`src/sv/sbe_pkg.sv`:
```
`timescale 1ns / 1ps
// ============================================================================
// sbe_pkg: shared types and constants of the stack bytecode executor
// Opcode values, request and result payload structs, and the command struct
// that the controller sends to the datapath.
// ============================================================================
package sbe_pkg;

    // Opcodes of one instruction.
    localparam logic [2:0] BC_PUSH  = 3'd0;
    localparam logic [2:0] BC_PRINT = 3'd1;
    localparam logic [2:0] BC_READ  = 3'd2;
    localparam logic [2:0] BC_IADD  = 3'd3;
    localparam logic [2:0] BC_STOP  = 3'd4;

    // Width of one stack entry.
    localparam int unsigned DATA_W = 64;

    // One instruction request.
    typedef struct packed {
        logic [2:0]               op;
        logic signed [DATA_W-1:0] immediate;
        logic signed [DATA_W-1:0] read_value;
        logic                     read_ok;
    } sbe_req_t;

    // One result.
    typedef struct packed {
        logic                     print_valid;
        logic signed [DATA_W-1:0] print_value;
        logic                     halted;
        logic                     overflow;
    } sbe_rsp_t;

    // Commands from the controller to the datapath.
    typedef struct packed {
        logic accept;  // latch the request and start the stack read
        logic exec;    // commit the instruction and load the result register
    } sbe_cmd_t;

endpackage

```
`src/sv/sbe_datapath.sv`:
```
`timescale 1ns / 1ps
// ============================================================================
// sbe_datapath: stack storage and instruction execution
// Holds the top of stack in a register and the entries beneath it in a
// memory with one write and one registered read port.
// ============================================================================
module sbe_datapath #(
    parameter int unsigned STACK_DEPTH = 64
) (
    input  logic             aclk,
    input  logic             aresetn,
    input  sbe_pkg::sbe_cmd_t cmd,
    input  sbe_pkg::sbe_req_t req_in,
    output sbe_pkg::sbe_rsp_t rsp_out
);

    localparam int unsigned CW = $clog2(STACK_DEPTH + 1);
    localparam int unsigned AW = $clog2(STACK_DEPTH);
    localparam int unsigned DW = sbe_pkg::DATA_W;

    // Entries below the top of stack. Entry i holds stack position i.
    logic [DW-1:0] mem [STACK_DEPTH];

    sbe_pkg::sbe_req_t req_reg;
    sbe_pkg::sbe_rsp_t rsp_reg, rsp_next;
    logic [DW-1:0]     top_reg, top_next;
    logic [DW-1:0]     rdata_reg;
    logic [CW-1:0]     count_reg, count_next;
    logic              stopped_reg, stopped_next;
    logic              wr_en;
    logic [AW-1:0]     wr_addr;
    logic [AW-1:0]     rd_addr;
    logic [CW-1:0]     cnt_m1;
    logic [CW-1:0]     cnt_m2;
    logic              is_empty;
    logic              is_full;
    logic              has_two;
    logic [DW-1:0]     push_val;
    logic [DW-1:0]     opnd_a;
    logic [DW-1:0]     opnd_b;

    assign cnt_m1   = count_reg - CW'(1);
    assign cnt_m2   = count_reg - CW'(2);
    assign is_empty = (count_reg == '0);
    assign is_full  = (count_reg == CW'(STACK_DEPTH));
    assign has_two  = (count_reg >= CW'(2));

    // The entry just below the top sits at position count - 2.
    assign rd_addr = cnt_m2[AW-1:0];
    assign wr_addr = cnt_m1[AW-1:0];

    // Request latch, control state and result register.
    always_ff @(posedge aclk) begin
        if (cmd.accept) begin
            req_reg   <= req_in;
            rdata_reg <= mem[rd_addr];
        end
        if (wr_en) begin
            mem[wr_addr] <= top_reg;
        end
        if (cmd.exec) begin
            rsp_reg <= rsp_next;
            top_reg <= top_next;
        end
        if (!aresetn) begin
            count_reg   <= '0;
            stopped_reg <= 1'b0;
        end else if (cmd.exec) begin
            count_reg   <= count_next;
            stopped_reg <= stopped_next;
        end
    end

    // Instruction execution on the latched request.
    always_comb begin
        push_val     = (req_reg.op == sbe_pkg::BC_PUSH) ? req_reg.immediate
                                                        : req_reg.read_value;
        opnd_b       = is_empty ? '0 : top_reg;
        opnd_a       = has_two ? rdata_reg : '0;
        rsp_next     = '0;
        top_next     = top_reg;
        count_next   = count_reg;
        stopped_next = stopped_reg;
        wr_en        = 1'b0;
        if (stopped_reg) begin
            rsp_next.halted = 1'b1;
        end else begin
            unique case (req_reg.op) inside
                sbe_pkg::BC_PUSH, sbe_pkg::BC_READ: begin
                    if (req_reg.op == sbe_pkg::BC_PUSH || req_reg.read_ok) begin
                        if (is_full) begin
                            rsp_next.overflow = 1'b1;
                        end else begin
                            // Spill the old top into memory unless the stack was empty.
                            wr_en      = cmd.exec && !is_empty;
                            top_next   = push_val;
                            count_next = count_reg + CW'(1);
                        end
                    end
                end
                sbe_pkg::BC_PRINT: begin
                    if (!is_empty) begin
                        rsp_next.print_valid = 1'b1;
                        rsp_next.print_value = top_reg;
                        top_next             = rdata_reg;
                        count_next           = cnt_m1;
                    end
                end
                sbe_pkg::BC_IADD: begin
                    // Missing operands count as zero; the sum always lands on top.
                    top_next   = opnd_a + opnd_b;
                    count_next = has_two ? cnt_m1 : CW'(1);
                end
                sbe_pkg::BC_STOP: begin
                    stopped_next    = 1'b1;
                    rsp_next.halted = 1'b1;
                end
                default: begin
                    rsp_next = '0;
                end
            endcase
        end
    end

    assign rsp_out = rsp_reg;

`ifndef SYNTH
    // The stack never holds more values than it has room for.
    a_count_bound: assert property (@(posedge aclk) disable iff (!aresetn)
        count_reg <= CW'(STACK_DEPTH))
        else $error("stack count beyond depth");

    // Once stopped, the machine stays stopped until reset.
    a_stop_sticky: assert property (@(posedge aclk) disable iff (!aresetn)
        stopped_reg |=> stopped_reg)
        else $error("stopped flag cleared without reset");

    // An add always leaves at least one value on the stack.
    a_add_leaves_value: assert property (@(posedge aclk) disable iff (!aresetn)
        (cmd.exec && !stopped_reg && req_reg.op == sbe_pkg::BC_IADD)
        |=> (count_reg != '0))
        else $error("add left an empty stack");
`endif

endmodule

```
`src/sv/sbe_ctrl.sv`:
```
`timescale 1ns / 1ps
// ============================================================================
// sbe_ctrl: request sequencing for the stack bytecode executor
// Takes a request, registers the stack read, then commits the instruction
// once the result register is free.
// ============================================================================
module sbe_ctrl (
    input  logic              aclk,
    input  logic              aresetn,
    input  logic              s_valid,
    output logic              s_ready,
    output logic              m_valid,
    input  logic              m_ready,
    output sbe_pkg::sbe_cmd_t cmd
);

    localparam logic ST_IDLE = 1'b0;
    localparam logic ST_EXEC = 1'b1;

    logic state_reg, state_next;
    logic m_valid_reg, m_valid_next;
    logic out_free;

    // The result register can be loaded when empty or being drained now.
    assign out_free = !m_valid_reg || m_ready;

    // Next state and command decode.
    always_comb begin
        state_next   = state_reg;
        m_valid_next = m_valid_reg;
        cmd          = '0;
        if (m_valid_reg && m_ready) begin
            m_valid_next = 1'b0;
        end
        unique case (state_reg)
            ST_IDLE: begin
                if (s_valid) begin
                    cmd.accept = 1'b1;
                    state_next = ST_EXEC;
                end
            end
            ST_EXEC: begin
                if (out_free) begin
                    cmd.exec     = 1'b1;
                    m_valid_next = 1'b1;
                    state_next   = ST_IDLE;
                end
            end
            default: begin
                state_next = ST_IDLE;
            end
        endcase
    end

    // State registers.
    always_ff @(posedge aclk) begin
        if (!aresetn) begin
            state_reg   <= ST_IDLE;
            m_valid_reg <= 1'b0;
        end else begin
            state_reg   <= state_next;
            m_valid_reg <= m_valid_next;
        end
    end

    assign s_ready = (state_reg == ST_IDLE);
    assign m_valid = m_valid_reg;

`ifndef SYNTH
    // An accepted request always moves on to execution.
    a_accept_to_exec: assert property (@(posedge aclk) disable iff (!aresetn)
        (s_valid && s_ready) |=> (state_reg == ST_EXEC))
        else $error("accepted request did not enter execution");

    // Execution with a free result register presents a result next cycle.
    a_exec_result: assert property (@(posedge aclk) disable iff (!aresetn)
        (state_reg == ST_EXEC && out_free) |=> (m_valid_reg && state_reg == ST_IDLE))
        else $error("execution did not produce a result");

    // A blocked result holds execution in place.
    a_exec_stall: assert property (@(posedge aclk) disable iff (!aresetn)
        (state_reg == ST_EXEC && m_valid_reg && !m_ready) |=> (state_reg == ST_EXEC))
        else $error("execution overwrote a pending result");
`endif

endmodule

```
`src/sv/stack_bytecode_executor_unit.sv`:
```
`timescale 1ns / 1ps
// ============================================================================
// stack_bytecode_executor_unit: stack-machine instruction executor
// Executes one push, print, read, add or stop instruction per request over
// a 64-bit data stack of STACK_DEPTH entries.
// ============================================================================
// Usage:
//   Requests arrive on s_valid/s_ready with s_payload; each one produces
//   exactly one result on m_valid/m_ready with m_payload, in order.
//   A request is taken only when the unit is idle. The accepting edge reads
//   the entry below the top of stack; the instruction is then committed into
//   the result register, raising m_valid, once that register is free.
//   A new request is taken only after the previous one has been committed
//   into the result register.
//   If the receiver stalls, the next request is still taken but holds in
//   execution until the result register drains; s_ready stays low meanwhile.
//   After reset the stack is empty and the unit is running; stack memory
//   is not cleared, since entries that were never written are never used.
//   After a stop, every request returns halted and changes nothing.
// ============================================================================
module stack_bytecode_executor_unit #(
    parameter int unsigned STACK_DEPTH = 64
) (
    input  logic              aclk,
    input  logic              aresetn,
    input  logic              s_valid,
    output logic              s_ready,
    input  sbe_pkg::sbe_req_t s_payload,
    output logic              m_valid,
    input  logic              m_ready,
    output sbe_pkg::sbe_rsp_t m_payload
);

    sbe_pkg::sbe_cmd_t cmd;

    // Sequencing of requests and results.
    sbe_ctrl u_ctrl (
        .aclk    (aclk),
        .aresetn (aresetn),
        .s_valid (s_valid),
        .s_ready (s_ready),
        .m_valid (m_valid),
        .m_ready (m_ready),
        .cmd     (cmd)
    );

    // Stack storage and execution.
    sbe_datapath #(
        .STACK_DEPTH (STACK_DEPTH)
    ) u_datapath (
        .aclk    (aclk),
        .aresetn (aresetn),
        .cmd     (cmd),
        .req_in  (s_payload),
        .rsp_out (m_payload)
    );

endmodule
```
`config.mk`:
```
export PLATFORM = sky130hd
export DESIGN_NAME = stack_bytecode_executor_unit
export DESIGN_NICKNAME = d
export VERILOG_FILES = /design/src/sv/sbe_pkg.sv /design/src/sv/sbe_datapath.sv /design/src/sv/sbe_ctrl.sv /design/src/sv/stack_bytecode_executor_unit.sv
export SDC_FILE = /design/constraint.sdc
export NUM_CORES = 2
export LEC_CHECK = 0
export BUFFER_PORTS_ARGS = -buffer_cell sky130_fd_sc_hd__buf_2
export CORE_UTILIZATION = 60
export DETAILED_ROUTE_END_ITERATION = 16
export GPL_TIMING_DRIVEN = 0
export PLACE_DENSITY = 0.73
export SLEW_MARGIN = 20
export SYNTH_ARGS = -nofsm -noshare
export SYNTH_HDL_FRONTEND = slang
export SYNTH_SLANG_ARGS = --single-unit
```
`constraint.sdc`:
```
create_clock -name aclk -period 15 [get_ports aclk]
set_clock_uncertainty 0.1 [all_clocks]
set_input_delay 0.75 -clock aclk [delete_from_list [all_inputs] [get_ports aclk]]
set_output_delay 0.75 -clock aclk [all_outputs]
set_load 0.02 [all_outputs]
```
# Word level (Yosys, flattened, before mapping)
# Memories as Yosys holds them, arrays and structs flattened. A register that Yosys moved wholly into a read port is not among the register bits.
# Index checks and enable logic that the tools add are counted.
# totals
ff_bits	273
input_bits	136
mem_bits_ro	0
out_inout_bits	69
latch_bits	0
memories	1
mem_bits_rw	4096
wordCells	77
# memory_table
name	words	width	read_ports	rd_ports_with_merged_regs	write_ports	line_no	rtl
u_datapath.mem	64	64	1	1	1	sbe_datapath.sv:22	logic [DW-1:0] mem [STACK_DEPTH];
# classes
n_addsub	4
n_lt_le_gt_ge	1
mul	0
reduce_logical	14
bitwise	5
n_eq_ne	8
n_div	0
n_mux	31
n_shift	0
# op_table
cell	count
$mux 64	6
$pmux 64 s3	1
$mux 65	1
$add 64x64->64	1
$mux 7	4
$pmux 7 s3	1
$mux 1	17
$add 7x1->7 const B	1
$eq 7x7->1 const B	1
$ge 7x2->1 const B	1
$logic_not 7->1	1
$sub 7x1->7 const B	1
$eq 3x2->1 const B	2
$reduce_and 6->1	1
$reduce_or 3->1	2
$sub 6x2->6 const B	1
$not 1->1	5
$ne 2x2->1 const B	2
$reduce_or 2->1	2
$eq 3x1->1 const B	1
$eq 3x3->1 const B	1
$logic_not 3->1	1
$reduce_bool 3->1	1
$logic_and 1x1->1	2
4 further kinds	6

# Longest topological paths before layout
# logic_depth
depth_word	11
depth_mapped	24
mapped_depth_nobuf	18

# Modules after synthesis
# A second synthesis with hierarchy kept.
# unflattened
cells_unflattened	7290
area_unflattened_um2	172212.7
# by_module_without_submodules
mod	cells_each	instances	seq_area_each_um2	area_per_inst_um2
sbe_datapath	7281	1	132977.5	172110.1
sbe_ctrl	9	1	40.0	102.6

# Worst setup path before layout
# No wires, ideal clock.
# synth_timing
path_kind	input port to flip-flop
start	in s_valid
end	reg u_datapath.rdata_reg[0], read port of u_datapath.mem (enable)
slack_ps	4919
path_buffers	0
setup_time_ps	778
t_required_ps	14122
t_arrival_ps	9203
stages	1
cell_sequence	nor2b_1
# synth_via
elab_chain_len	2
# synth_lines
element	line_no	rtl
start, declared	stack_bytecode_executor_unit.sv:26	input logic s_valid,
$mux 1	sbe_ctrl.sv:37	if (s_valid) begin
$mux 1	sbe_ctrl.sv:35	unique case (state_reg)
end, declared	sbe_datapath.sv:27	logic [DW-1:0] rdata_reg;
# Every way passes these cells.
# A chain may end at the register's enable or synchronous reset.

# Final worst setup path
# layout_timing
start	reg u_datapath.count_reg[0]
end	reg u_datapath.top_reg[20], data pin
# layout_via
elab_chain_len	4
elab_cells_between_ends	6
cone_classes	add/sub: 1; order compare: 1; mux: 3; reduce/logical: 1
# layout_lines
element	line_no	rtl
start, declared	sbe_datapath.sv:28	logic [CW-1:0] count_reg, count_next;
start signal, assigned	sbe_datapath.sv:69	count_reg <= count_next;
$ge 7x2->1 / $logic_not 7->1 (equally long branches)	sbe_datapath.sv:46, sbe_datapath.sv:44	
$mux 64, on equally long branches	sbe_datapath.sv:79, sbe_datapath.sv:78	
$add 64x64->64 (*)	sbe_datapath.sv:111	top_next = opnd_a + opnd_b;
$pmux 64 s3 (*)	sbe_datapath.sv:88	unique case (req_reg.op) inside
end signal, assigned	sbe_datapath.sv:63	top_reg <= top_next;
end, declared	sbe_datapath.sv:26	logic [DW-1:0] top_reg, top_next;
# Mark *: on every way between the ends. The rest lies on a longest branch, timed or not.

==> flow_summary.yaml <==
status:
  outcome: "finished, final reports clean"
power:
  p_leak_nw: 63.5
  p_sw_share_pct: 23.3
  power_frac_comb_pct: 8.0
  sequentialPowerShare_pct: 51.3
  p_per_area_nw_per_um2: 133
  internal_power_w: 0.0206
  p_clk_share_pct: 40.7
  total_power_w: 0.0269
  peakVddDrop_v: 0.000127
  p_sw_w: 0.00627
critical_path:
  crit_required_ns: 15.58
  critPathBufInv: 8
  cpMostUsedCell: "clkbuf_1"
  worstSetupEndpointType: "flop"
  critical-path-max-stage-delay_ns: 0.69
  path_max_fanout: 12
  slowest_stage: "nor3_1"
  critPathArrivalTime_ns: 9.32
  start_kind: "flop"
  worstSetupPathType: "reg2reg"
  critPathTopFamily: "buffers and inverters"
worst_hold_path:
  worstHoldPathType: "in2reg"
job:
  cap_violations: 0
clock_tree:
  cts.sink_count: 4433
  cts_resized: 0
  insertion_delay_ns: 1.00
  cts_tree: "yes"
  clk_path_buf_depth: 4
  ctsHoldBuffers: 134
  ctsRootBufferMaster: "clkbuf_16"
  htree_levels: 5
  post_cts_buffers: 0
  cts_buffers: 426
  clk_pin_slew_ns: 0.07
sta:
  timing.hold.ws_ns: 0.264
  maxSlewHeadroom_pct: 16.6
  fmax_mhz: 115
  fin_crit_ns: 8.73
  tightest_slew_ns: 1.25
  setup_viol: 0
  min_period_over_period_pct: 58.2
  rsz0062_at_grt: "false"
  finalMaxSlewViolations: 0
  finalHoldViolations: 0
  finalSetupTns_ns: 0
placed_design:
  dp_hpwl_um: 349000
  post_dp_cell_area_um2: 187000
  gp_congestion: 0.950
  numPortBuffers: 203
floorplan:
  dieArea_um2: 289000
  die_y_um: 538
  ioPinCount: 205
  rows: 196
  die_w_um: 538
  coreArea_um2: 285000
  start_util_pct: 60.4
synthesis:
  synth-edff-count: 4423
  yosys_warnings: 0
  synthArstFlopShare_pct: 0
  ys_ff_latch: 4433
  ys_seq_area_share_pct: 77.2
  netlist_area_um2: 172000
  synth_ff_type: "edfxtp_1"
  postSynthCellCount: 7277
  syn-num-nets: 7483
  yosysUniqueCellTypes: 78
  syn-mean-instance-area_um2: 23.7
global_route:
  grt_pass1_wl_um: 715000
  first_global_vias: 90500
  antenna_found_initial: 46
  grt_max_degree: 40
  grt-ovfl-total: 0
  grt_usage_pct: 36.6
finish:
  final_common_cell: "edfxtp_1"
  num-fill-cells: 15900
  syn2layout_area_growth_pct: 17.3
  final_area_um2: 202000
  layout_common_cells: "4423 x edfxtp_1, 1344 x mux4_2, 427 x clkbuf_16"
  final_util_pct: 70.8
  register_area_um2: 133000
  layout-drive-gt1-share_pct: 32.0
  multi_input_area_um2: 38100
  fin_nets: 8659
  largest_reg_flops: 4096
route:
  routed_via_density: 7.18
  antenna_left: 0
  first_pass_iters: 8
  wl_per_cell_um: 41.6
  drt_iter0_drc: 14200
  drc: 0
  via_count: 90500
  wl_um: 525000
[cells in the mapped netlist, types with 6 or more instances]
| cell | count | area, um2 |
|---|---|---|
| o211ai_1 | 11 | 82.6 |
| and2_1 | 136 | 851 |
| mux2i_1 | 65 | 651 |
| a221oi_1 | 7 | 61.3 |
| nor2_1 | 116 | 435 |
| nand2_1 | 136 | 510 |
| o21ai_0 | 37 | 185 |
| ha_1 | 69 | 863 |
| buf_1 | 46 | 173 |
| nor3_1 | 19 | 95.1 |
| nor2b_1 | 14 | 87.6 |
| nand2b_1 | 6 | 37.5 |
| o21bai_1 | 13 | 97.6 |
| nand4_1 | 15 | 93.8 |
| o31ai_1 | 7 | 52.6 |
| a211oi_1 | 7 | 52.6 |
| and4_1 | 6 | 52.6 |
| a21o_1 | 44 | 330 |
| o21ai_1 | 6 | 30.0 |
| o22ai_1 | 8 | 50.1 |
| a21oi_1 | 74 | 370 |
| dfxtp_1 | 10 | 200 |
| o221ai_1 | 44 | 385 |
| clkbuf_1 | 229 | 860 |
| o211a_1 | 7 | 70.1 |
| edfxtp_1 | 4423 | 133000 |
| inv_1 | 23 | 86.3 |
| xnor2_1 | 29 | 254 |
| xor2_1 | 33 | 289 |
| nand3_1 | 16 | 80.1 |
| a31oi_1 | 6 | 37.5 |
| o21a_1 | 6 | 45.0 |
| mux4_2 | 1344 | 30300 |
| buf_4 | 10 | 75.1 |
| a221o_1 | 6 | 60.1 |
| and3_1 | 80 | 500 |
| buf_2 | 93 | 465 |
[power groups by stage]
stage	logic [W]	registers, W	clock network, W
finish	0.00215	0.0138	0.0109
detailed placement	0.00203	0.0141	0
global route	0.00221	0.0138	0.0114
floorplan	0.00113	0.0141	0
global placement	0.00181	0.0142	0
CTS	0.00211	0.0138	0.0109
[layer usage]
metal / global-route usage (%) / vias up / share of wire (%) / wire, um
li1: - / 33800 / - / -
met1: 45.4 / 47600 / 32 / 168000
met2: 58.5 / 7544 / 48 / 253000
met3: 8.73 / 1550 / 12 / 61900
met4: 24.1 / 34 / 7.8 / 40700
met5: 0 / - / 0.045 / 235
[cell families (layout without fill, tap and decap cells)]
logic type / count (synthesis) / after routing / synth area share [%]
adder cells (fa/ha/maj): 70 / 70 / 0.513
other: 0 / 39 / 0
XOR/XNOR: 62 / 62 / 0.315
AO/OA/AOI/OAI: 329 / 329 / 1.36
multiplexers: 1411 / 1411 / 18.0
flip-flops: 4433 / 4433 / 77.2
buffers and inverters: 406 / 1941 / 0.992
AND/OR/NAND/NOR: 566 / 566 / 1.69
[final timing paths]
check                                             start                       to  slack, ns  cells after the start
worst max register to register  u_datapath.count_reg[0]   u_datapath.top_reg[20]       6.27                     25
worst max-delay path            u_datapath.count_reg[0]   u_datapath.top_reg[20]       6.27                     25
worst min register to register   u_datapath.top_reg[18]    u_datapath.mem[4][18]       0.43                      0
worst min-delay path                            aresetn  u_datapath.count_reg[0]       0.26                      2
[area by class of cell]
cell class                 instances  area share (%)
sequential                      4433            65.8
timing repair buffer             748            5.16
clock buffer                     500            5.42
clock inverter                   287            1.52
multi-input combinational       2438            18.9
antenna                           39          0.0483
inverter                          23          0.0427
tap                             3762            2.33
buffer                           383           0.841
[metrics by stage]
step           instances  setup WS, ns
3_3_place_gp       11200        -0.618
4_1_cts            12600          6.60
5_1_grt            12600          6.21
2_1_floorplan       7277          4.92
3_5_place_dp       11700          6.65
6_report           12600          6.27
No activity file was read; power rests on OpenSTA's default activity.
